**config.mk**
```make
export PLATFORM = sky130hd
export DESIGN_NAME = bse_window
export DESIGN_NICKNAME = d
export VERILOG_FILES = /design/src/hw/rtl/bse_pkg.sv /design/src/hw/rtl/bse_window.sv
export SDC_FILE = /design/constraint.sdc
export NUM_CORES = 1
export LEC_CHECK = 0
export BUFFER_PORTS_ARGS = -buffer_cell sky130_fd_sc_hd__buf_2
export CAP_MARGIN = 20
export CORE_MARGIN = 5
export CORE_UTILIZATION = 45
export CTS_CLUSTER_DIAMETER = 50
export DETAILED_ROUTE_END_ITERATION = 12
export PLACE_DENSITY = 0.83
export SYNTH_ARGS = -nofsm -noshare
export SYNTH_HDL_FRONTEND = slang
export SYNTH_SLANG_ARGS = --single-unit
```
**constraint.sdc**
```tcl
create_clock -name i_clk -period 9.2 [get_ports i_clk]
set_input_delay 0.92 -clock i_clk [delete_from_list [all_inputs] [get_ports i_clk]]
set_output_delay 0.92 -clock i_clk [all_outputs]
set_load 0.005 [all_outputs]
```
**src/hw/rtl/bse_pkg.sv**
```systemverilog
// Shared types and constants for the 3x3 binary spur erosion block.
`default_nettype none

package bse_pkg;

    localparam int MAX_WIDTH = 1024;
    localparam int COL_W     = $clog2(MAX_WIDTH);
    localparam int PIX_W     = 8;
    localparam int MINN_W    = 4;
    localparam int WIDTH_W   = 11;
    localparam int ROW_W     = 12;
    localparam int NUM_REGS  = 4;
    localparam int APB_AW    = $clog2(4 * NUM_REGS);
    localparam int APB_DW    = 32;

    localparam logic [MINN_W-1:0]  RST_MIN_NEIGHBORS = MINN_W'(3);
    localparam logic [WIDTH_W-1:0] RST_IMAGE_WIDTH   = WIDTH_W'(640);
    localparam logic [ROW_W-1:0]   RST_IMAGE_HEIGHT  = ROW_W'(480);
    localparam logic               RST_ZERO_BORDER   = 1'b1;

    localparam logic [WIDTH_W-1:0] MIN_COLS = WIDTH_W'(3);
    localparam logic [ROW_W-1:0]   MIN_ROWS = ROW_W'(3);
    localparam logic [COL_W-1:0]   MIN_WM1  = COL_W'(2);
    localparam logic [COL_W-1:0]   MAX_WM1  = COL_W'(MAX_WIDTH - 1);

    localparam logic OP_PIXEL = 1'b0;
    localparam logic OP_DRAIN = 1'b1;

    typedef enum logic [APB_AW-3:0] {
        REG_MIN_NEIGHBORS = 2'd0,
        REG_IMAGE_WIDTH   = 2'd1,
        REG_IMAGE_HEIGHT  = 2'd2,
        REG_ZERO_BORDER   = 2'd3
    } t_reg_idx;

    // Effective geometry and thresholds as seen by the datapath
    typedef struct packed {
        logic [MINN_W-1:0] min_neighbors;
        logic              zero_border;
        logic [COL_W-1:0]  wm1;
        logic [ROW_W-1:0]  h;
        logic [ROW_W-1:0]  hm1;
    } t_cfg;

    // Control for the item held in the window stage
    typedef struct packed {
        logic             emit;
        logic             border;
        logic             last;
        logic [COL_W-1:0] p_col;
    } t_slot;

    typedef struct packed {
        logic             en;
        logic [COL_W-1:0] col;
        logic [PIX_W-1:0] pix;
    } t_lb_req;

    typedef struct packed {
        logic             en;
        logic [COL_W-1:0] col;
        logic             val;
    } t_flag_wr;

endpackage

`default_nettype wire

```
**src/hw/rtl/bse_window.sv**
```systemverilog
// 3x3 window taps, neighbour count, clear decision and output register.
`default_nettype none

module bse_window (
    input  wire logic                        i_clk,
    input  wire logic                        i_rst_n,
    input  wire bse_pkg::t_cfg               i_cfg,
    input  wire logic                        i_s1_move,
    input  wire bse_pkg::t_slot              i_slot,
    input  wire logic [bse_pkg::PIX_W-1:0]   i_s1_pix,
    input  wire logic [bse_pkg::PIX_W-1:0]   i_rd_pix,
    input  wire logic                        i_rd_flag,
    input  wire logic                        i_out_ready,
    output logic                             o_out_valid,
    output logic      [bse_pkg::PIX_W-1:0]   o_pixel_out,
    output logic                             o_frame_last,
    output logic                             o_out_free,
    output bse_pkg::t_flag_wr                o_flag_wr
);

    logic [bse_pkg::PIX_W-1:0] r_x1;
    logic [bse_pkg::PIX_W-1:0] r_x2;
    logic [bse_pkg::PIX_W-1:0] r_u1;
    logic                      r_f1;
    logic                      r_f2;
    logic                      r_left;
    logic                      r_out_valid;
    logic [bse_pkg::PIX_W-1:0] r_out_pix;
    logic                      r_out_last;

    logic [bse_pkg::MINN_W-1:0] n_cnt;
    logic                       clear;
    logic [bse_pkg::PIX_W-1:0]  proc;
    logic [bse_pkg::PIX_W-1:0]  value;
    logic                       emit_now;
    logic                       out_free;

    // Upper row from processed flags, lower row and right neighbour from input
    assign n_cnt = {3'b0, i_rd_flag} + {3'b0, r_f1} + {3'b0, r_f2} + {3'b0, r_left} +
                   {3'b0, (i_rd_pix != '0)} + {3'b0, (i_s1_pix != '0)} +
                   {3'b0, (r_x1 != '0)} + {3'b0, (r_x2 != '0)};

    assign clear    = !i_slot.border && (r_u1 != '0) && (n_cnt < i_cfg.min_neighbors);
    assign proc     = clear ? '0 : r_u1;
    assign value    = (i_slot.border && i_cfg.zero_border) ? '0 : proc;
    assign emit_now = i_s1_move && i_slot.emit;
    assign out_free = !r_out_valid || i_out_ready;

    always_ff @(posedge i_clk) begin
        if (i_s1_move) begin
            r_x2 <= r_x1;
            r_x1 <= i_s1_pix;
            r_u1 <= i_rd_pix;
            r_f2 <= r_f1;
            r_f1 <= i_rd_flag;
        end
        if (emit_now) begin
            r_left     <= (proc != '0);
            r_out_pix  <= value;
            r_out_last <= i_slot.last;
        end
    end

    always_ff @(posedge i_clk) begin
        if (!i_rst_n) begin
            r_out_valid <= 1'b0;
        end else if (emit_now) begin
            r_out_valid <= 1'b1;
        end else if (i_out_ready) begin
            r_out_valid <= 1'b0;
        end
    end

    assign o_out_valid   = r_out_valid;
    assign o_pixel_out   = r_out_pix;
    assign o_frame_last  = r_out_last;
    assign o_out_free    = out_free;
    assign o_flag_wr.en  = emit_now;
    assign o_flag_wr.col = i_slot.p_col;
    assign o_flag_wr.val = (proc != '0);

    a_emit_lands: assert property (@(posedge i_clk) disable iff (!i_rst_n)
        emit_now |=> r_out_valid)
        else $error("emitted item did not reach the output register");

endmodule

`default_nettype wire
```
==> results.ini <==
[worst_setup_path]
reg2reg_to = r_left
rrSetupSlack_ns = 5.27
worst_ep_arrival_time_ns = 4.45
max_stage_delay_ns = 0.55
path_buf_inv = 4
crit_path_cell_trace = buf_2 > fa_1 > fa_1 > inv_1 > fa_1 > inv_1 > ha_1 > fa_1 > xor2_1 > ha_1 > o211ai_1 > o21a_1 > a21oi_1 > buf_2
cpLargestDelayFamily = adder cells
setup.worst_path.class = in -> out
cp_common_cell = fa_1
start_kind = input port
timing.rr.start = r_f1
crit_slowest_cell = fa_1
cp-end-kind = primary output
critical_path_depth = 14
r2r_cells = 12
path_max_fanout = 9
cp.required_ns = 8.28

[synthesis]
synth-seq-area-share_pct = 69.2
synth_area_um2 = 1590
synth-simple-area-share_pct = 10.7
synth_fa_ha_area_share_pct = 9.75
yosys.area_share.xor_xnor_pct = 0.550
synth_seq_cells = 37
synth-compound-area-share_pct = 2.52
synthTopCellsByArea = edfxtp_1 (68%), buf_4 (5.7%), fa_1 (5.0%)
yosys.cell_count.top_type = edfxtp_1
syn_nets = 191
syn_avg_cell_area_um2 = 14.7
yosys.area.top_type = edfxtp_1
syn_inst = 108
synth_mux_area_share_pct = 0
synth_ff_type = edfxtp_1
synth_commonest_cells = edfxtp_1 (36), buf_4 (12), nand2_1 (12)
synthArstFlopShare_pct = 0
synthDistinctLibCells = 19
synth_top_family_by_area = simple AND/OR/NAND/NOR gates
yosys.area.top_type_share_pct = 67.9
synth_edf_count = 36
ys_warn_count = 0

[sta]
hold_viol = 0
slew_headroom_pct = 64.2
period_minus_slack_ns = 5.37
slew_violations = 0
skew_ns = 0.00671
final-setup-viol-count = 0
rsz0062_at_grt = false
fin_setup_tns_ns = 0
worst_pin_slew_ns = 0.537
fmax_mhz = 186
post-route-period-util_pct = 58.4

[die]
pin_count = 96
initial_core_util_pct = 47.0
fp-row-count = 21
die_h_um = 69.5
die_x_um = 69.5
core_um2 = 3390
die_area_um2 = 4830

[drt]
ant_nets = 0
drc = 0
via_per_inst = 4.69
wl_per_cell_um = 13.4
vias = 896
initialDrtViolationCount = 49
routed_wl_um = 2550
firstDrtPassIters = 4

[cells_and_area]
antenna_cells = 0
syn_to_final_growth_pct = 15.3
final_core_util_pct = 54.1
drive_gt1_share_pct = 33.8
final_cells = 191
nNetsFinal = 227
nFillCells = 284

[cts]
numCtsBuffers = 5
cts_tree = yes
postCtsHoldBufs = 0
cts_buffer_depth = 2
cts_sinks = 37
h-tree-depth = 2
post_cts.resized_instances = 0
clk_pin_slew_ns = 0.10
cts_setup_buffers = 0
insertion_delay_ns = 0.33
cts_root_buf = clkbuf_4

[grt]
grt_use_met2_pct = 22.0
grt.overflow.total = 0
met1_usage_pct = 12.4
grt_antenna_before_repair = 0
grt_max_degree = 28
grt_usage_pct = 11.9
grt_pass1_vias = 1004
met3_usage_pct = 4.49
busiest_layer = met2
grt_pass1_wl_um = 4490

[pwr]
p_per_area_nw_per_um2 = 183
leakage_nw = 0.741
irDropWorstVdd_uv = 110

[placement]
dp_hpwl_um = 2030
dp_cells = 183
portBuffers = 41
gp_congestion = 0.839

[hold_path]
hp-start = r_x1[1]
min_path_type = reg -> reg
hold_path_end = r_x2[1]
hold_path_depth = 0

[run_status]
outcome = complete, no violations

[job]
drv_cap = 0

report_power, final:
group	switching (mW)	internal [mW]	total, mW	leakage [nW]
combinational	0.0204	0.0170	0.0374	0.344
clock	0.0499	0.0443	0.0942	0.0413
sequential	0.00465	0.200	0.205	0.356
cells by family after synthesis:
| group | count (synthesis) |
|---|---|
| xor gates and xnor gates | 1 |
| adders and majority gates | 10 |
| AOI/OAI and AO/OA | 6 |
| and+or+nand+nor | 35 |
| buffers and inverters | 19 |
| DFF | 37 |
cells in the final DEF (no fill, tap or decap), drive strengths merged, types with 2 or more instances in the layout:
cell,instances
fa,4
or4,4
edfxtp,36
inv,7
ha,6
nand2,12
nor2,10
clkbuf,7
buf,41
nor4,6
a21oi,2
worst reg2reg max path: stages, from the launching register on:
cell      delay, ns
edfxtp_1       0.42
fa_1           0.51
fa_1           0.55
inv_1          0.06
fa_1           0.53
inv_1          0.05
ha_1           0.20
fa_1           0.38
xor2_1         0.16
ha_1           0.18
a211oi_1       0.23
o21a_1         0.32
a21oi_1        0.10
worst max-delay path by stage:
| stage | from | slack [ns] | end |
|---|---|---|---|
| 2_1_floorplan | i_rd_flag | 4.19 | o_flag_wr[0] |
| 3_3_place_gp | i_rd_flag | 3.84 | o_flag_wr[0] |
| 3_5_place_dp | i_rd_flag | 3.77 | o_flag_wr[0] |
| 4_1_cts | i_rd_flag | 3.76 | o_flag_wr[0] |
| 5_1_grt | i_rd_flag | 3.54 | o_flag_wr[0] |
| 6_report | i_rd_flag | 3.83 | o_flag_wr[0] |
state kept, by name, summed over array words and instances, names as in the netlist:
| register | flops |
|---|---|
| r_x1 | 8 |
| o_out_valid | 1 |
| o_pixel_out | 8 |
| r_f2 | 1 |
| r_u1 | 8 |
| r_f1 | 1 |
| r_left | 1 |
| r_x2 | 8 |
| o_frame_last | 1 |
through the flow:
step / power, mW / area, µm² / setup WS, ns / hold slack (ns)
final: 0.336 / 1830 / 3.83 / 0.467
after global routing: 0.357 / 1830 / 3.54 / 0.481
after CTS: 0.340 / 1830 / 3.76 / 0.459
after detailed placement: 0.247 / 1760 / 3.77 / 0.435
after global placement: 0.244 / 1760 / 3.84 / 0.433
after floorplan: 0.233 / 1590 / 4.19 / 0.427
cell type report:
cell class                 instances  area [µm²]  area share [%]
clock buffer                       7        65.1            3.55
timing repair buffer              41         205            11.2
inverter                           7        26.3            1.43
sequential                        37        1100            60.0
multi-input combinational         52         374            20.4
clock inverter                     1        5.00           0.273
tap                               46        57.6            3.14
per-layer routing:
metal,wire length [µm],share of wire [%]
met1,907,36
met5,0,0
met3,208,8.2
met2,1440,56
met4,0,0
(Power assumes the default switching activity.)
