===== src/hw/rtl/bse_pkg.sv =====
// Shared types and constants for the 3x3 binary spur erosion block.
`default_nettype none

package bse_pkg;

    localparam int MAX_WIDTH = 1024;
    localparam int COL_W     = $clog2(MAX_WIDTH);
    localparam int PIX_W     = 8;
    localparam int MINN_W    = 4;
    localparam int WIDTH_W   = 11;
    localparam int ROW_W     = 12;
    localparam int NUM_REGS  = 4;
    localparam int APB_AW    = $clog2(4 * NUM_REGS);
    localparam int APB_DW    = 32;

    localparam logic [MINN_W-1:0]  RST_MIN_NEIGHBORS = MINN_W'(3);
    localparam logic [WIDTH_W-1:0] RST_IMAGE_WIDTH   = WIDTH_W'(640);
    localparam logic [ROW_W-1:0]   RST_IMAGE_HEIGHT  = ROW_W'(480);
    localparam logic               RST_ZERO_BORDER   = 1'b1;

    localparam logic [WIDTH_W-1:0] MIN_COLS = WIDTH_W'(3);
    localparam logic [ROW_W-1:0]   MIN_ROWS = ROW_W'(3);
    localparam logic [COL_W-1:0]   MIN_WM1  = COL_W'(2);
    localparam logic [COL_W-1:0]   MAX_WM1  = COL_W'(MAX_WIDTH - 1);

    localparam logic OP_PIXEL = 1'b0;
    localparam logic OP_DRAIN = 1'b1;

    typedef enum logic [APB_AW-3:0] {
        REG_MIN_NEIGHBORS = 2'd0,
        REG_IMAGE_WIDTH   = 2'd1,
        REG_IMAGE_HEIGHT  = 2'd2,
        REG_ZERO_BORDER   = 2'd3
    } t_reg_idx;

    // Effective geometry and thresholds as seen by the datapath
    typedef struct packed {
        logic [MINN_W-1:0] min_neighbors;
        logic              zero_border;
        logic [COL_W-1:0]  wm1;
        logic [ROW_W-1:0]  h;
        logic [ROW_W-1:0]  hm1;
    } t_cfg;

    // Control for the item held in the window stage
    typedef struct packed {
        logic             emit;
        logic             border;
        logic             last;
        logic [COL_W-1:0] p_col;
    } t_slot;

    typedef struct packed {
        logic             en;
        logic [COL_W-1:0] col;
        logic [PIX_W-1:0] pix;
    } t_lb_req;

    typedef struct packed {
        logic             en;
        logic [COL_W-1:0] col;
        logic             val;
    } t_flag_wr;

endpackage

`default_nettype wire


===== src/hw/rtl/bse_seq.sv =====
// Raster sequencing: input acceptance, stream and output positions, window-stage control.
`default_nettype none

module bse_seq (
    input  wire logic                        i_clk,
    input  wire logic                        i_rst_n,
    input  wire bse_pkg::t_cfg               i_cfg,
    input  wire logic                        i_restart,
    input  wire logic                        i_in_valid,
    input  wire logic                        i_op,
    input  wire logic [bse_pkg::PIX_W-1:0]   i_pixel_in,
    input  wire logic                        i_out_free,
    output logic                             o_in_ready,
    output logic                             o_s1_move,
    output bse_pkg::t_slot                   o_slot,
    output logic      [bse_pkg::PIX_W-1:0]   o_s1_pix,
    output bse_pkg::t_lb_req                 o_lb_req
);

    logic [bse_pkg::COL_W-1:0] r_s_col;
    logic [bse_pkg::ROW_W-1:0] r_in_row;
    logic [bse_pkg::COL_W-1:0] r_p_col;
    logic [bse_pkg::ROW_W-1:0] r_p_row;
    logic                      r_s1_valid;
    bse_pkg::t_slot            r_s1_slot;
    logic [bse_pkg::PIX_W-1:0] r_s1_pix;

    logic [bse_pkg::COL_W-1:0] n_s_col;
    logic [bse_pkg::ROW_W-1:0] n_in_row;
    logic [bse_pkg::COL_W-1:0] n_p_col;
    logic [bse_pkg::ROW_W-1:0] n_p_row;

    logic           s1_move;
    logic           s1_free;
    logic           accept;
    logic           is_drain;
    logic           in_done;
    logic           stream;
    logic           emit;
    logic           col_wrap;
    bse_pkg::t_slot slot;

    assign s1_move  = r_s1_valid && (!r_s1_slot.emit || i_out_free);
    assign s1_free  = !r_s1_valid || s1_move;
    assign accept   = i_in_valid && s1_free;
    assign is_drain = (i_op == bse_pkg::OP_DRAIN);
    assign in_done  = (r_in_row == i_cfg.h);
    // Pixels once the frame is in, and drains before it is, are dropped
    assign stream   = accept && (is_drain ? in_done : !in_done);
    // Output trails the stream by one row and one pixel
    assign emit     = (r_in_row[bse_pkg::ROW_W-1:1] != '0) ||
                      (r_in_row[0] && (r_s_col != '0));
    assign col_wrap = (r_s_col == i_cfg.wm1);

    assign slot.emit   = emit;
    assign slot.p_col  = r_p_col;
    assign slot.border = (r_p_row == '0) || (r_p_col == '0) ||
                         (r_p_row == i_cfg.hm1) || (r_p_col == i_cfg.wm1);
    assign slot.last   = (r_p_row == i_cfg.hm1) && (r_p_col == i_cfg.wm1);

    always_comb begin
        n_s_col  = r_s_col;
        n_in_row = r_in_row;
        n_p_col  = r_p_col;
        n_p_row  = r_p_row;
        if (i_restart || (stream && emit && slot.last)) begin
            n_s_col  = '0;
            n_in_row = '0;
            n_p_col  = '0;
            n_p_row  = '0;
        end else if (stream) begin
            n_s_col = col_wrap ? '0 : r_s_col + 1'b1;
            if (!is_drain && col_wrap) begin
                n_in_row = r_in_row + 1'b1;
            end
            if (emit) begin
                if (r_p_col == i_cfg.wm1) begin
                    n_p_col = '0;
                    n_p_row = r_p_row + 1'b1;
                end else begin
                    n_p_col = r_p_col + 1'b1;
                end
            end
        end
    end

    always_ff @(posedge i_clk) begin
        if (!i_rst_n) begin
            r_s_col    <= '0;
            r_in_row   <= '0;
            r_p_col    <= '0;
            r_p_row    <= '0;
            r_s1_valid <= 1'b0;
        end else begin
            r_s_col  <= n_s_col;
            r_in_row <= n_in_row;
            r_p_col  <= n_p_col;
            r_p_row  <= n_p_row;
            if (stream) begin
                r_s1_valid <= 1'b1;
            end else if (s1_move) begin
                r_s1_valid <= 1'b0;
            end
        end
    end

    always_ff @(posedge i_clk) begin
        if (stream) begin
            r_s1_slot <= slot;
            r_s1_pix  <= is_drain ? '0 : i_pixel_in;
        end
    end

    assign o_in_ready   = s1_free;
    assign o_s1_move    = s1_move;
    assign o_slot       = r_s1_slot;
    assign o_s1_pix     = r_s1_pix;
    assign o_lb_req.en  = stream;
    assign o_lb_req.col = r_s_col;
    assign o_lb_req.pix = is_drain ? '0 : i_pixel_in;

    a_last_is_border: assert property (@(posedge i_clk) disable iff (!i_rst_n)
        r_s1_valid && r_s1_slot.last |-> r_s1_slot.emit && r_s1_slot.border)
        else $error("frame end item not an emitting border item");

    a_frame_end_restart: assert property (@(posedge i_clk) disable iff (!i_rst_n)
        stream && emit && slot.last |=>
            (r_in_row == '0) && (r_s_col == '0) && (r_p_row == '0) && (r_p_col == '0))
        else $error("counters not cleared after frame end");

    a_row_bound: assert property (@(posedge i_clk) disable iff (!i_rst_n)
        r_in_row <= i_cfg.h)
        else $error("input row beyond frame height");

endmodule

`default_nettype wire


===== config.mk =====
export PLATFORM = sky130hd
export DESIGN_NAME = bse_seq
export DESIGN_NICKNAME = d
export VERILOG_FILES = /design/src/hw/rtl/bse_pkg.sv /design/src/hw/rtl/bse_seq.sv
export SDC_FILE = /design/constraint.sdc
export NUM_CORES = 1
export LEC_CHECK = 0
export ABC_CLOCK_PERIOD_IN_PS = 2700
export BUFFER_PORTS_ARGS = -buffer_cell sky130_fd_sc_hd__buf_2
export CAP_MARGIN = 20
export CELL_PAD_IN_SITES_DETAIL_PLACEMENT = 0
export CELL_PAD_IN_SITES_GLOBAL_PLACEMENT = 1
export CORE_MARGIN = 3
export CORE_UTILIZATION = 36
export DETAILED_ROUTE_END_ITERATION = 8
export HOLD_SLACK_MARGIN = 0.06
export MAX_ROUTING_LAYER = met4
export PLACE_DENSITY = 0.85
export SLEW_MARGIN = 20
export SYNTH_ARGS = -nofsm -noshare
export SYNTH_HDL_FRONTEND = slang
export SYNTH_SLANG_ARGS = --single-unit

===== constraint.sdc =====
create_clock -name i_clk -period 2.7 [get_ports i_clk]
set_clock_uncertainty 0.1 [all_clocks]
set_input_delay 0.135 -clock i_clk [delete_from_list [all_inputs] [get_ports i_clk]]
set_output_delay 0.135 -clock i_clk [all_outputs]
set_load 0.02 [all_outputs]

==> impl_metrics.py <==
metrics = {
    "status": {
        "outcome": "completed",
    },
    "global_routing": {
        "grt_pass1_wl_um": 16200,
        "antenna_found_initial": 0,
        "grt_pass1_vias": 3268,
        "grt_max_degree": 28,
        "grt_overflow": 0,
        "gr-usage-all-layers_pct": 17.7,
    },
    "logic_synthesis": {
        "syn_inst": 403,
        "synth_cell_types": 44,
        "syn-cell-area_um2": 3710,
        "synthAdderAreaFrac_pct": 2.36,
        "ys_seq_area_share_pct": 41.3,
        "synthTopCellsByCount": "dfxtp_1 (45), xor2_1 (30), a21oi_1 (28), nor2_1 (22), xnor2_1 (22)",
        "yosys.area_share.simple_pct": 26.2,
        "synth_seq_cells": 66,
        "ys.flop_type": "dfxtp_1",
        "synth_xor_area_share_pct": 12.3,
        "synth_area_leaders": "dfxtp_1 (24%), edfxtp_1 (17%), xor2_1 (7.1%), xnor2_1 (5.2%), a21oi_1 (3.8%)",
        "synth-async-reset-ratio_pct": 0,
        "synth_compound_area_share_pct": 13.0,
        "yosysWarningCount": 0,
        "synth.most_common_cell": "dfxtp_1",
        "synth_area_leader_cell": "dfxtp_1",
        "synthMuxAreaShare_pct": 0.573,
        "syn-num-nets": 463,
        "synth_top_family_by_area": "simple AND/OR/NAND/NOR gates",
        "synth-edff-count": 21,
        "yosysTopAreaCellShare_pct": 24.3,
        "synth.avg_cell_area_um2": 9.21,
    },
    "cells_and_area": {
        "drive_above_1_share_pct": 26.9,
        "n_antenna_cell": 0,
        "areaGrowthSynthToFinish_pct": 27.0,
        "final_nets": 568,
    },
    "pwr": {
        "switchingPower_w": 0.000529,
        "pwr-share-seq_pct": 49.8,
        "comb_power_share_pct": 9.6,
        "ir_drop_mv": 0.224,
        "switching_share_pct": 25.4,
        "clockPowerShare_pct": 40.6,
        "leakage_nw": 1.83,
        "power_density_nw_per_um2": 442,
        "intPower_w": 0.00155,
    },
    "clock_network": {
        "clockBufferDepth": 2,
        "insertion_delay_ns": 0.34,
        "path_clk_slew_ns": 0.07,
        "cts.htree.levels": 3,
        "cts_tree": "yes",
        "cts_buffers": 9,
        "root_buffer": "clkbuf_8",
        "clock_sinks": 66,
    },
    "setup_path": {
        "end_kind": "primary output",
        "crit_end": "o_lb_req[18]",
        "worstReg2RegEnd": "r_in_row[4]",
        "start_kind": "flop",
        "worstPathRequired_ns": 2.47,
        "critical_path.startpoint": "r_in_row[9]",
        "r2r_setup_slack_ns": 0.30,
        "worstRegToRegCells": 7,
        "arrival_ns": 2.28,
        "critPathMaxFanout": 21,
        "r2r_start": "r_s_col[7]",
        "criticalPathCategory": "reg2out",
    },
    "timing": {
        "drv_slew": 0,
        "fmax_mhz": 397,
        "worstMarginPinSlew_ns": 0.609,
        "period_minus_slack_ns": 2.52,
        "rsz0062_at_grt": "false",
        "slew_headroom_pct": 59.4,
        "setup-tns-final_ns": 0,
        "setup_violations": 0,
        "finalHoldViolCount": 0,
        "post-route-period-util_pct": 93.2,
        "fin_ws_ns": 0.184,
    },
    "floorplanning": {
        "die_h_um": 108,
        "pin_count": 95,
        "fp.dieW_um": 108,
        "die_area_um2": 11600,
        "start_util_pct": 37.5,
        "rows": 36,
        "coreArea_um2": 9910,
    },
    "routing": {
        "drt-total-wl_um": 9840,
        "met1_length_um": 4650,
        "wl_met2_um": 4530,
        "viasPerCell": 5.29,
        "met3_length_um": 565,
        "wl_per_cell_um": 15.2,
        "drt-pass1-iter-count": 4,
        "ant_nets": 0,
        "top_layer": "met4",
        "drc": 0,
        "num_vias": 3419,
        "dr.first_iter.drc_count": 149,
    },
    "worst_hold_path": {
        "hold_path_class": "in2reg",
    },
    "placement": {
        "dp_hpwl_um": 7080,
        "place.port_buffers": 89,
        "place_congestion": 0.850,
        "pre_cts_ws_ns": 0.265,
    },
    "flow_run": {
        "maxCapViolCount": 0,
    },
}
critical path, stage by stage, from the launching register on:
cell        delay (ns)
dfxtp_1           0.41
xnor2_1           0.15
nand4_1           0.24
o31ai_4           0.34
nand3_1           0.10
buf_4             0.19
clkinvlp_4        0.13
buf_12            0.18
buf_2             0.19
final cells by class:
class	instances	area, µm²
multi-input combinational	299	2040
clock inverter	7	77.6
timing repair buffer	117	706
inverter	15	60.1
clock buffer	9	124
tap	133	166
fill	937	5200
sequential	66	1540
logic make-up (layout without fill, tap and decap cells):
logic type,count (synthesis),in the layout
buf+inv,38,148
fa+ha+maj,7,7
mux,2,2
simple gates,163,163
compound gates,75,75
xor+xnor,52,52
flops,66,66
layer usage:
| layer | global-route usage (%) | up-vias |
|---|---|---|
| li1 | - | 1703 |
| met1 | 23.5 | 1606 |
| met2 | 27.8 | 99 |
| met3 | 3.72 | 11 |
| met4 | 4.33 | 0 |
| met5 | - | - |
cells in the final DEF, fill, tap and decap left out, types with 3 or more instances in the layout:
master / instances
or3_1: 9
o41ai_1: 5
o21ai_0: 16
ha_1: 7
nand2_1: 19
clkbuf_8: 9
nor2b_1: 9
o311ai_0: 5
clkinv_4: 3
xor2_1: 30
dfxtp_2: 4
nor2_1: 22
buf_4: 16
and3_1: 11
nor3_1: 5
dfxtp_1: 41
nand4_1: 13
xnor2_1: 20
edfxtp_1: 21
a31oi_1: 4
buf_2: 89
nand4b_1: 8
a21oi_1: 28
and2_1: 7
nand3_1: 19
o31ai_1: 10
nor4_1: 16
inv_1: 14
or4_1: 12
and4_1: 4
dlygate4sd3_1: 10
per-stage QoR:
stage	power (W)	util [%]	instances	cell area [µm²]	hold WS [ns]
detailed placement	0.00125	44.1	619	4370	0.353
CTS	0.00210	47.2	645	4680	0.0711
finish	0.00208	47.6	646	4710	0.0946
global route	0.00217	47.6	646	4710	0.0738
floorplan	0.00116	-	403	3710	0.189
global placement	0.00124	44.1	619	4370	0.353
power groups by stage:
stage	logic [W]	registers, W	clock network (W)
2_1_floorplan	0.0000827	0.00108	0
3_3_place_gp	0.000182	0.00106	0
3_5_place_dp	0.000185	0.00106	0
4_1_cts	0.000198	0.00104	0.000866
5_1_grt	0.000217	0.00104	0.000913
6_report	0.000199	0.00104	0.000846
how the worst min path moves through the flow:
stage	slack [ns]	end	depth (start not counted)	startpoint
after floorplan	0.19	r_s1_valid	1	i_rst_n
after global placement	0.35	r_s1_valid	2	i_rst_n
after detailed placement	0.35	r_s1_valid	2	i_rst_n
after CTS	0.07	o_s1_pix[1]	2	i_pixel_in[1]
after global routing	0.07	o_s1_pix[1]	2	i_pixel_in[1]
final	0.09	o_s1_pix[1]	2	i_pixel_in[1]
registers in the layout (all words and copies together) (netlist names):
signal      count
o_slot         13
r_p_col        10
r_s1_valid      1
r_s_col        10
r_p_row        12
o_s1_pix        8
r_in_row       12
timing repair:
item,4_1_cts,5_1_grt
hold endpoints to repair,10,0
setup endpoints to repair,1,5
resized for setup,1,7
pin swaps,0,4
buffers inserted,0,1
hold buffers,10,0
(Power assumes the default switching activity.)
