## config.mk

```make
export PLATFORM = sky130hd
export DESIGN_NAME = bse_cfg
export DESIGN_NICKNAME = d
export VERILOG_FILES = /design/src/hw/rtl/bse_pkg.sv /design/src/hw/rtl/bse_cfg.sv
export SDC_FILE = /design/constraint.sdc
export NUM_CORES = 1
export LEC_CHECK = 0
export ABC_AREA = 1
export BUFFER_PORTS_ARGS = -buffer_cell sky130_fd_sc_hd__buf_2
export CAP_MARGIN = 20
export CORE_ASPECT_RATIO = 0.7
export CORE_MARGIN = 4
export CORE_UTILIZATION = 54
export CTS_BUF_LIST = sky130_fd_sc_hd__clkbuf_2
export CTS_CLUSTER_DIAMETER = 50
export DETAILED_ROUTE_END_ITERATION = 10
export PLACE_DENSITY = 0.87
export SYNTH_ARGS = -nofsm -noshare
export SYNTH_HDL_FRONTEND = slang
export SYNTH_SLANG_ARGS = --single-unit
```

## constraint.sdc

```tcl
create_clock -name i_clk -period 3.87 [get_ports i_clk]
set_input_delay 0.1935 -clock i_clk [delete_from_list [all_inputs] [get_ports i_clk]]
set_output_delay 0.1935 -clock i_clk [all_outputs]
set_load 0.03 [all_outputs]
```

## src/hw/rtl/bse_pkg.sv

```systemverilog
// Shared types and constants for the 3x3 binary spur erosion block.
`default_nettype none

package bse_pkg;

    localparam int MAX_WIDTH = 1024;
    localparam int COL_W     = $clog2(MAX_WIDTH);
    localparam int PIX_W     = 8;
    localparam int MINN_W    = 4;
    localparam int WIDTH_W   = 11;
    localparam int ROW_W     = 12;
    localparam int NUM_REGS  = 4;
    localparam int APB_AW    = $clog2(4 * NUM_REGS);
    localparam int APB_DW    = 32;

    localparam logic [MINN_W-1:0]  RST_MIN_NEIGHBORS = MINN_W'(3);
    localparam logic [WIDTH_W-1:0] RST_IMAGE_WIDTH   = WIDTH_W'(640);
    localparam logic [ROW_W-1:0]   RST_IMAGE_HEIGHT  = ROW_W'(480);
    localparam logic               RST_ZERO_BORDER   = 1'b1;

    localparam logic [WIDTH_W-1:0] MIN_COLS = WIDTH_W'(3);
    localparam logic [ROW_W-1:0]   MIN_ROWS = ROW_W'(3);
    localparam logic [COL_W-1:0]   MIN_WM1  = COL_W'(2);
    localparam logic [COL_W-1:0]   MAX_WM1  = COL_W'(MAX_WIDTH - 1);

    localparam logic OP_PIXEL = 1'b0;
    localparam logic OP_DRAIN = 1'b1;

    typedef enum logic [APB_AW-3:0] {
        REG_MIN_NEIGHBORS = 2'd0,
        REG_IMAGE_WIDTH   = 2'd1,
        REG_IMAGE_HEIGHT  = 2'd2,
        REG_ZERO_BORDER   = 2'd3
    } t_reg_idx;

    // Effective geometry and thresholds as seen by the datapath
    typedef struct packed {
        logic [MINN_W-1:0] min_neighbors;
        logic              zero_border;
        logic [COL_W-1:0]  wm1;
        logic [ROW_W-1:0]  h;
        logic [ROW_W-1:0]  hm1;
    } t_cfg;

    // Control for the item held in the window stage
    typedef struct packed {
        logic             emit;
        logic             border;
        logic             last;
        logic [COL_W-1:0] p_col;
    } t_slot;

    typedef struct packed {
        logic             en;
        logic [COL_W-1:0] col;
        logic [PIX_W-1:0] pix;
    } t_lb_req;

    typedef struct packed {
        logic             en;
        logic [COL_W-1:0] col;
        logic             val;
    } t_flag_wr;

endpackage

`default_nettype wire

```

## src/hw/rtl/bse_cfg.sv

```systemverilog
// APB register file with effective frame geometry.
`default_nettype none

module bse_cfg (
    input  wire logic                         i_clk,
    input  wire logic                         i_rst_n,
    input  wire logic                         psel,
    input  wire logic                         penable,
    input  wire logic                         pwrite,
    input  wire logic [bse_pkg::APB_AW-1:0]   paddr,
    input  wire logic [bse_pkg::APB_DW-1:0]   pwdata,
    output logic      [bse_pkg::APB_DW-1:0]   prdata,
    output logic                              pready,
    output bse_pkg::t_cfg                     o_cfg,
    output logic                              o_restart
);

    function automatic logic [bse_pkg::COL_W-1:0] wm1_of(
        input logic [bse_pkg::WIDTH_W-1:0] raw
    );
        logic [31:0]                 dec;
        logic [bse_pkg::COL_W-1:0]   res;
        dec = 32'(raw) - 32'd1;
        if (raw < bse_pkg::MIN_COLS) begin
            res = bse_pkg::MIN_WM1;
        end else if (32'(raw) > 32'(bse_pkg::MAX_WIDTH)) begin
            res = bse_pkg::MAX_WM1;
        end else begin
            res = dec[bse_pkg::COL_W-1:0];
        end
        return res;
    endfunction

    function automatic logic [bse_pkg::ROW_W-1:0] h_of(
        input logic [bse_pkg::ROW_W-1:0] raw
    );
        logic [bse_pkg::ROW_W-1:0] res;
        res = (raw < bse_pkg::MIN_ROWS) ? bse_pkg::MIN_ROWS : raw;
        return res;
    endfunction

    logic [bse_pkg::MINN_W-1:0]  r_min_neighbors;
    logic [bse_pkg::WIDTH_W-1:0] r_image_width;
    logic [bse_pkg::ROW_W-1:0]   r_image_height;
    logic                        r_zero_border;
    logic [bse_pkg::COL_W-1:0]   r_wm1;
    logic [bse_pkg::ROW_W-1:0]   r_h;
    logic [bse_pkg::ROW_W-1:0]   r_hm1;

    logic                        wr;
    bse_pkg::t_reg_idx           idx;
    logic [bse_pkg::WIDTH_W-1:0] wr_width;
    logic [bse_pkg::ROW_W-1:0]   wr_height;
    logic [bse_pkg::ROW_W-1:0]   wr_h;

    assign pready    = 1'b1;
    assign wr        = psel && penable && pwrite && pready;
    assign idx       = bse_pkg::t_reg_idx'(paddr[bse_pkg::APB_AW-1:2]);
    assign wr_width  = pwdata[bse_pkg::WIDTH_W-1:0];
    assign wr_height = pwdata[bse_pkg::ROW_W-1:0];
    assign wr_h      = h_of(wr_height);

    always_ff @(posedge i_clk) begin
        if (!i_rst_n) begin
            r_min_neighbors <= bse_pkg::RST_MIN_NEIGHBORS;
            r_image_width   <= bse_pkg::RST_IMAGE_WIDTH;
            r_image_height  <= bse_pkg::RST_IMAGE_HEIGHT;
            r_zero_border   <= bse_pkg::RST_ZERO_BORDER;
            r_wm1           <= wm1_of(bse_pkg::RST_IMAGE_WIDTH);
            r_h             <= h_of(bse_pkg::RST_IMAGE_HEIGHT);
            r_hm1           <= h_of(bse_pkg::RST_IMAGE_HEIGHT) - 1'b1;
        end else if (wr) begin
            unique case (idx)
                bse_pkg::REG_MIN_NEIGHBORS: begin
                    r_min_neighbors <= pwdata[bse_pkg::MINN_W-1:0];
                end
                bse_pkg::REG_IMAGE_WIDTH: begin
                    r_image_width <= wr_width;
                    r_wm1         <= wm1_of(wr_width);
                end
                bse_pkg::REG_IMAGE_HEIGHT: begin
                    r_image_height <= wr_height;
                    r_h            <= wr_h;
                    r_hm1          <= wr_h - 1'b1;
                end
                bse_pkg::REG_ZERO_BORDER: begin
                    r_zero_border <= pwdata[0];
                end
                default: begin
                    r_zero_border <= r_zero_border;
                end
            endcase
        end
    end

    always_comb begin
        unique case (idx)
            bse_pkg::REG_MIN_NEIGHBORS:
                prdata = {{(bse_pkg::APB_DW-bse_pkg::MINN_W){1'b0}}, r_min_neighbors};
            bse_pkg::REG_IMAGE_WIDTH:
                prdata = {{(bse_pkg::APB_DW-bse_pkg::WIDTH_W){1'b0}}, r_image_width};
            bse_pkg::REG_IMAGE_HEIGHT:
                prdata = {{(bse_pkg::APB_DW-bse_pkg::ROW_W){1'b0}}, r_image_height};
            bse_pkg::REG_ZERO_BORDER:
                prdata = {{(bse_pkg::APB_DW-1){1'b0}}, r_zero_border};
            default:
                prdata = '0;
        endcase
    end

    // Geometry writes abandon the frame in progress
    assign o_restart = wr && ((idx == bse_pkg::REG_IMAGE_WIDTH) ||
                              (idx == bse_pkg::REG_IMAGE_HEIGHT));

    assign o_cfg.min_neighbors = r_min_neighbors;
    assign o_cfg.zero_border   = r_zero_border;
    assign o_cfg.wm1           = r_wm1;
    assign o_cfg.h             = r_h;
    assign o_cfg.hm1           = r_hm1;

endmodule

`default_nettype wire

```

==> flow_summary.yaml, run 1 <==
run_status:
  status: "finished clean"
timing:
  skew_ns: 0
  relSlewSlack_pct: 49.5
  timing.final.crit_period_ns: 2.00
  fmax_mhz: 500
  finalSetupTns_ns: 0
  setup_violations: 0
  rsz0062_at_grt: "false"
  worst_slew_pin_slew_ns: 0.754
  post-route-period-util_pct: 51.7
  hold_viol: 0
  maxSlewViolCount: 0
floorplan:
  chipHeight_um: 70.0
  die_x_um: 96.6
  core_um2: 5290
  die_area_um2: 6760
  ios: 114
  initial_core_util_pct: 56.1
  rows: 22
yosys:
  synth_area_um2: 2970
  postSynthCellCount: 411
  yosysSeqAreaShare_pct: 41.8
  synthFlopType: "dfxtp_1"
  synth.avg_cell_area_um2: 7.22
  yosys.area.top_type: "dfxtp_1"
  synth_edf_count: 0
  synth-seq-cells: 62
  yosys-top-cells-area: "dfxtp_1, nand2_1, a21oi_1"
  synthArstFlopShare_pct: 0
  synth.distinct_cells: 33
  yosys_warnings: 0
  yosysTopAreaCellShare_pct: 41.8
power_and_ir_drop:
  switching_share_pct: 31.8
  p_leak_uw: 0.00159
  switchingPower_uw: 361
  p_int_uw: 776
  clock_power_share_pct: 25.8
  combPwrFrac_pct: 16.3
  p_seq_share_pct: 57.9
  power_per_cell_area_nw_per_um2: 338
  vdd_drop_max_uv: 221
placement:
  io_buffers: 70
  globalplace.congestion: 0.891
  dp_hpwl_um: 5660
critical_path:
  crit_fanout: 6
  end_kind: "flop"
  worstPathCellList: "dlygate4sd3_1 > buf_2 > nor2_1 > nand2_1 > nor2_2 > nand2_2 > nand2_1 > inv_1 > ha_1 > nand2_1 > nor3_1 > nand3_1 > nand2_1 > o21ai_0 > inv_1"
  required_ns: 4.27
  cp.arrival_ns: 2.40
  crit_type: "primary input to flop"
  crit_path_top_delay_cell: "dlygate4sd3_1"
  start_kind: "primary input"
  cp_common_cell: "nand2_1"
  slowest_delay_ns: 0.53
final_layout:
  fin_nets: 527
  final_common_cell: "nand2_1"
  mostFrequentLayoutCells: "nand2_1, buf_2, dfxtp_1"
  fillers: 540
  area_growth_pct: 13.2
  drive_above_1_share_pct: 22.2
  post-route-util_pct: 63.6
clock_tree:
  cts.htree.levels: 3
  clockBufferDepth: 2
  cts_tree: "done"
  cts_buffers: 9
  post-cts-setup-buffers: 0
  clk_pin_slew_worst_paths_ns: 0.15
  cts-root-buf: "clkbuf_2"
  cts_sinks: 62
  ctsResizeCount: 0
  clkLatencyLatePin_ns: 0.49
grt:
  gr-total-overflow: 0
  gr-usage-all-layers_pct: 23.3
  grt_max_degree: 37
  antenna_found_initial: 0
  grt_pass1_vias: 2582
  grt_pass1_wl_um: 12300
route:
  ant_nets: 0
  wl_per_cell_um: 13.8
  via_per_inst: 5.22
  wl_um: 7670
  firstDrtPassIters: 5
  drc: 0
  dr_total_vias: 2891
  drtIter0Drc: 233
hold_path:
  hold_class: "primary input to flop"
flow_run:
  cap_violations: 0
cells in the mapped netlist (3+ instances only):
cell type	n
ha_1	8
nor3_1	5
nor2_2	3
inv_2	9
clkbuf_1	10
a21oi_1	53
buf_4	22
inv_1	20
o21ai_0	22
o21ai_1	6
buf_2	5
nand2_2	4
nand3_1	16
o211ai_1	5
nand2_1	99
nor2_1	39
dfxtp_1	62
cell type report:
type                       count  area, µm²  area share [%]
antenna                        1       2.50          0.0745
clock buffer                  11       55.1            1.64
clock inverter                 3       13.8           0.410
inverter                      31        116            3.46
multi-input combinational    300       1450            43.2
sequential                    62       1240            36.9
tap                           72       90.1            2.68
timing repair buffer          74        388            11.5
worst paths after layout:
check | start | endpoint | slack (ns) | depth (start not counted)
hold reg to reg | r_image_height[7] | r_image_height[7] | 0.46 | 2
setup / recovery | pwdata[8] | r_hm1[10] | 1.87 | 15
setup reg to reg | r_hm1[10] | r_hm1[10] | 3.09 | 4
hold / removal | pwdata[6] | r_image_width[6] | 0.03 | 3
layer usage:
| layer | vias up | routed length [µm] | GRT usage [%] |
|---|---|---|---|
| met5 | - | 0 | 0 |
| met4 | 0 | 146 | 8.24 |
| met3 | 22 | 738 | 7.00 |
| met2 | 136 | 3390 | 34.4 |
| met1 | 1307 | 3390 | 31.9 |
| li1 | 1426 | - | - |
timing repair:
| action | 4_1_cts | 5_1_grt |
|---|---|---|
| endpoints found under the setup margin | 0 | 0 |
| hold endpoints to repair | 7 | 0 |
| hold buffers | 3 | 0 |
logic make-up after synthesis:
family	share of synthesized area, %
simple gates	25.3
other cells	0.253
buf+inv	11.6
xor+xnor	0.886
flops	41.8
fa+ha+maj	3.37
compound gates	16.7
worst max-delay path, delay by kind of cell:
family | cells | cell delay [ns]
AND/OR/NAND/NOR | 9 | 1.03
buffers and inverters | 4 | 0.78
adder cells (fa/ha/maj) | 1 | 0.23
AO/OA/AOI/OAI | 1 | 0.16
flip-flops by register name, indices dropped and copies added, names as in the netlist:
| name | count |
|---|---|
| r_image_width | 11 |
| r_min_neighbors | 4 |
| r_wm1 | 10 |
| r_zero_border | 1 |
| r_h | 12 |
| r_hm1 | 12 |
| r_image_height | 12 |
power groups by stage:
stage	registers (µW)	clock network (µW)	logic (µW)
3_3_place_gp	671	0	178
2_1_floorplan	687	0	130
4_1_cts	658	298	184
3_5_place_dp	672	0	180
5_1_grt	660	323	203
6_report	658	293	185
through the flow:
stage | hold WS, ns | cell area [µm²] | total power [µW] | std cells | setup WS [ns]
global placement | 0.434 | 3260 | 850 | 536 | 1.63
global route | 0.0135 | 3360 | 1190 | 553 | 1.66
CTS | 0.000632 | 3360 | 1140 | 553 | 1.92
detailed placement | 0.440 | 3260 | 852 | 536 | 1.61
floorplan | 0.325 | 3040 | 817 | 430 | 2.26
finish | 0.0297 | 3360 | 1140 | 554 | 1.87
Power figures use the tool's default switching activity.
==> run 2, diff against run 1 <==
Settings changed: CORE_UTILIZATION 54 to 46, PLACE_DENSITY 0.87 to 0.79.
Clock period 3.87 ns to 1.69 ns, I/O delays scaled along.
==> run 2 against run 1 <==
Effect of this change:
- sequential share of layout area fell by 3.3 points
- clock skew did not move
- first-iteration DRC count rose by 7.7%
- via count rose by 3.7%
==> flow_summary.yaml, run 2 (synthesized netlist as in run 1, its figures left out) <==
grt:
  grt_pass1_vias: 2729
  gr-total-overflow: 0
  grt_max_degree: 30
  antenna_found_initial: 0
  grt_pass1_wl_um: 13300
  gr-usage-all-layers_pct: 21.9
critical_path:
  slowest_delay_ns: 0.56
  reg2reg_slack_ns: 0.99
  start_kind: "primary input"
  crit_path_top_delay_cell: "dlygate4sd3_1"
  crit_fanout: 3
  worstPathCellList: "dlygate4sd3_1 > buf_2 > ha_1 > inv_1 > nand2_1 > nor2_4 > nand2_2 > nand2_2 > inv_1 > ha_2 > buf_4 > xnor2_1 > o211ai_1"
  cp.arrival_ns: 2.00
  end_kind: "flop"
  required_ns: 2.06
  crit_type: "primary input to flop"
run_status:
  status: "finished clean"
floorplan:
  die_x_um: 104
  ios: 114
  die_area_um2: 7820
  chipHeight_um: 75.2
  initial_core_util_pct: 47.5
  rows: 24
  core_um2: 6250
power_and_ir_drop:
  vdd_drop_max_uv: 576
  p_total_uw: 2840
  p_leak_uw: 0.00176
  power_per_cell_area_nw_per_um2: 771
timing:
  setup_ws_ns: 0.0691
  setup_violations: 0
  rsz0062_at_grt: "true"
  timing.final.crit_period_ns: 1.62
  fmax_mhz: 617
  maxSlewViolCount: 0
  skew_ns: 0
  hold_viol: 0
  post-route-period-util_pct: 95.9
final_layout:
  final_area_um2: 3690
  area_growth_pct: 24.3
  drive_above_1_share_pct: 27.1
  fin_nets: 560
  n_antenna_cell: 0
  mostFrequentLayoutCells: "nand2_1, buf_2, dfxtp_1"
  final_common_cell: "nand2_1"
  top_regs: "r_h: 12 flops, r_hm1: 12 flops, r_image_height: 12 flops"
route:
  dr_total_vias: 2999
  drtIter0Drc: 251
  drc: 0
  via_per_inst: 5.05
  wl_per_cell_um: 14.1
  wl_um: 8410
  ant_nets: 0
  firstDrtPassIters: 4
clock_tree:
  cts_sinks: 62
  cts-root-buf: "clkbuf_2"
  clkLatencyLatePin_ns: 0.47
  post-cts-setup-buffers: 0
  cts.htree.levels: 3
  cts_buffers: 9
  cts_tree: "done"
  clockBufferDepth: 2
  clk_pin_slew_worst_paths_ns: 0.16
placement:
  pre_cts_ws_ns: -0.0129
  dp_hpwl_um: 6140
  io_buffers: 70
  dpl_cell_area_um2: 3460
  globalplace.congestion: 0.936
hold_path:
  hold_class: "primary input to flop"
flow_run:
  cap_violations: 0
run 2: changes by cell type in the layout (fill, tap and decap cells not counted), sizes merged:
cell         previous run  this run
dlygate4sd3             3        10
diode                   1         0
bufinv                  0         1
buf                    71        97
clkbuf                 11        10
clkinv                  5         7
run 2: path summary, 6_finish.rpt:
kind,depth (start not counted),end,start
worst max register to register,2,r_hm1[3],r_hm1[3]
worst max-delay path,13,r_hm1[2],pwdata[1]
worst min register to register,2,r_image_height[7],r_image_height[7]
worst min-delay path,4,r_image_height[2],pwdata[2]
run 2: power by group:
part	switching, µW	leakage, µW	internal (µW)
logic	339	0.00119	148
registers	15.2	0.000503	1490
clock network	518	0.0000705	332
run 2: area by class of cell:
type / instances / area (µm²)
Clock buffer: 10 / 50.0
Clock inverter: 6 / 52.6
Fill cell: 605 / 2560
Inverter: 31 / 116
Multi-Input combinational cell: 300 / 1480
Sequential cell: 62 / 1240
Tap cell: 78 / 97.6
Timing Repair Buffer: 107 / 653
run 2: timing repair:
item,CTS,global route
hold buffers,10,0
resized for setup,0,9
endpoints found under the hold margin,23,0
setup endpoints to repair,0,4
run 2: per-layer routing:
layer	part of all wire (%)	track usage, %
met2	43	33.5
met3	7.8	5.83
met4	2.1	9.44
met1	47	29.5
met5	0	0
run 2: critical path: cells and delay by family:
| family | cells | cell delay, ns |
|---|---|---|
| buffers and inverters | 5 | 0.92 |
| XOR/XNOR | 1 | 0.15 |
| adder cells (fa/ha/maj) | 2 | 0.37 |
| AND/OR/NAND/NOR | 4 | 0.35 |
| AO/OA/AOI/OAI | 1 | 0.12 |
run 2: through the flow:
stage                     TNS [ns]  std cells  util, %  hold slack [ns]
final                            0        594     59.0           0.0579
after global routing        -0.113        594     59.0           0.0177
after CTS                        0        594     58.7          0.00382
after detailed placement   -0.0156        568     55.4            0.356
after global placement           0        568     55.4            0.326
after floorplan                  0        430        -            0.216
==> run 3, diff against run 2 <==
Settings changed: ABC_AREA 1 to not set.
==> run 3 against run 2 <==
Effect of this change:
- setup slack got worse by 0.020 ns
- first-iteration DRC count fell by 29%
- maximum frequency is 1.2% lower
- combinational power is 1% higher
- area after synthesis grew 1.1%
- clock power up 2%
- final area up 2.2%
- largest cell class unchanged
- largest power group unchanged
- highest routed layer unchanged
==> flow_summary.yaml, run 3 <==
floorplan:
  chipHeight_um: 75.5
  rows: 24
  initial_core_util_pct: 47.8
  die_area_um2: 7890
  die_x_um: 104
  core_um2: 6280
  ios: 114
power_and_ir_drop:
  p_int_uw: 1980
  p_leak_uw: 0.00166
  clock_power_share_pct: 30.2
  p_seq_share_pct: 52.6
  switching_share_pct: 30.9
  power_per_cell_area_nw_per_um2: 758
  vdd_drop_max_uv: 450
  switchingPower_uw: 883
  combPwrFrac_pct: 17.2
  p_total_uw: 2860
timing:
  setup_violations: 0
  skew_ns: 0
  fmax_mhz: 610
  hold_ws_ns: 0.0464
  post-route-period-util_pct: 97.1
  maxSlewViolCount: 0
  timing.final.crit_period_ns: 1.64
  hold_viol: 0
clock_tree:
  clkLatencyLatePin_ns: 0.49
  cts.htree.levels: 3
  cts_sinks: 62
  cts-root-buf: "clkbuf_2"
  cts_tree: "done"
  clk_pin_slew_worst_paths_ns: 0.18
  cts_buffers: 9
  clockBufferDepth: 2
yosys:
  synth_xor_xnor_area_share_pct: 1.46
  synth_top_family_by_area: "compound AO/OA/AOI/OAI gates"
  yosysSeqAreaShare_pct: 41.4
  synthMostInstantiatedCell: "nand2_1"
  postSynthCellCount: 362
  synth-seq-cells: 62
  yosys-top-cells-area: "dfxtp_1, nand2_1, buf_4"
  synth_edf_count: 0
  synthAdderAreaFrac_pct: 3.34
  synth_common_cells: "nand2_1, dfxtp_1, a21oi_1"
  synthSimpleGateAreaFrac_pct: 21.0
  synth.avg_cell_area_um2: 8.28
  synthArstFlopShare_pct: 0
  yosys_warnings: 0
  yosys.area.top_type: "dfxtp_1"
  synth.mux.area_fraction_pct: 0.334
  synth.distinct_cells: 50
  synthFlopType: "dfxtp_1"
  synth_area_um2: 3000
  yosysTopAreaCellShare_pct: 41.4
  synth_compound_area_share_pct: 21.4
critical_path:
  r2r-start: "r_wm1[7]"
  crit_path_top_delay_cell: "or4_4"
  start_kind: "primary input"
  end_kind: "flop"
  crit_type: "primary input to flop"
  worstPathCellList: "dlygate4sd3_1 > buf_2 > or4_4 > or3_1 > a211oi_1 > a211o_1"
  cp.buffers_inverters: 2
  reg2reg_slack_ns: 0.91
  required_ns: 2.16
  slowest_delay_ns: 0.53
  cp.arrival_ns: 2.11
  rr_endpoint: "r_wm1[7]"
  path_delay_family: "simple AND/OR/NAND/NOR gates"
  ff2ff_path_depth: 2
  crit_fanout: 6
grt:
  grt_pass1_vias: 2849
  gr-usage-all-layers_pct: 22.3
  grt_pass1_wl_um: 13800
  grt_max_degree: 30
  grt_use_met1_pct: 27.5
  gr-total-overflow: 0
  met2_usage_pct: 38.3
  met3_usage_pct: 7.28
  busiest_layer: "met2"
  antenna_found_initial: 0
final_layout:
  fillers: 573
  n_antenna_cell: 0
  instances_no_fill: 545
  top_regs: "r_h: 12 flops, r_hm1: 12 flops, r_image_height: 12 flops"
  fin_nets: 512
  drive_above_1_share_pct: 28.3
  mostFrequentLayoutCells: "nand2_1, buf_2, dfxtp_1"
  area_growth_pct: 25.8
  final_common_cell: "nand2_1"
flow_run:
  cap_violations: 0
route:
  drtIter0Drc: 177
  ant_nets: 0
  dr_total_vias: 2948
  wl_per_cell_um: 15.7
  firstDrtPassIters: 5
  via_per_inst: 5.41
  wl_um: 8540
  drc: 0
hold_path:
  whs_path_depth: 4
  hold_class: "primary input to flop"
  min_to: "r_image_width[3]"
  hold_start: "pwdata[3]"
placement:
  dp_hpwl_um: 6270
  dpl.cell_count: 516
  globalplace.congestion: 0.880
  io_buffers: 70
run_status:
  status: "finished clean"
-- run 3: area by class of cell --
cell class,instances,area (µm²),share of cell area [%]
Multi-Input combinational cell,263,1530,40.6
Sequential cell,62,1240,33.0
Tap cell,78,97.6,2.59
Inverter,7,26.3,0.697
Timing Repair Buffer,120,776,20.6
Clock buffer,9,45.0,1.19
Clock inverter,6,53.8,1.43
-- run 3: what timing repair did --
action / 4_1_cts / 5_1_grt
gates resized for setup: 0 / 7
buffers inserted: 0 / 0
endpoints found under the hold margin: 36 / 1
setup endpoints to repair: 0 / 6
hold buffers: 13 / 1
-- run 3: worst register-to-register path, cell delays in order, from the launching register on --
cell and delay, ns:
dfxtp_1 0.35, and3_1 0.14, a31o_2 0.21
-- run 3: cell families (layout without fill, tap and decap cells) --
group                      count (synthesis)  count (layout)
and+or+nand+nor                          132             132
AOI/OAI and AO/OA                         96              96
DFF                                       62              62
buffers and inverters                     56             142
adders and majority gates                  8               8
xor gates and xnor gates                   5               5
other                                      2              21
muxes                                      1               1
-- run 3: power groups by stage --
stage	logic (µW)	clock network [µW]	registers (µW)
floorplan	303	0	1560
global placement	447	0	1530
detailed placement	454	0	1530
CTS	480	876	1500
global route	532	944	1510
finish	493	864	1500
-- run 3: worst max-delay path by stage --
stage | from | to | slack [ns] | cells after the start
final | pwdata[6] | r_hm1[7] | 0.05 | 6
after global routing | pwdata[4] | r_hm1[6] | -0.008 | 9
after CTS | pwdata[8] | r_hm1[2] | 0.03 | 9
after detailed placement | pwdata[1] | r_hm1[4] | -0.05 | 9
after global placement | pwdata[0] | r_hm1[2] | -0.02 | 9
after floorplan | pwdata[0] | r_wm1[3] | 0.03 | 7
-- run 3: through the flow --
| stage | util, % | worst slack [ns] | area, µm² | setup TNS (ns) |
|---|---|---|---|---|
| 2_1_floorplan | - | 0.0286 | 3080 | 0 |
| 3_3_place_gp | 56.0 | -0.0191 | 3510 | -0.0418 |
| 3_5_place_dp | 56.0 | -0.0488 | 3510 | -0.139 |
| 4_1_cts | 59.6 | 0.0308 | 3740 | 0 |
| 5_1_grt | 60.1 | -0.00783 | 3770 | -0.0129 |
| 6_report | 60.1 | 0.0494 | 3770 | 0 |
-- run 3: routing by layer --
metal	up-vias	wire length (µm)
li1	1426	-
met1	1369	3650
met2	142	4080
met3	11	692
met4	0	113
met5	-	0
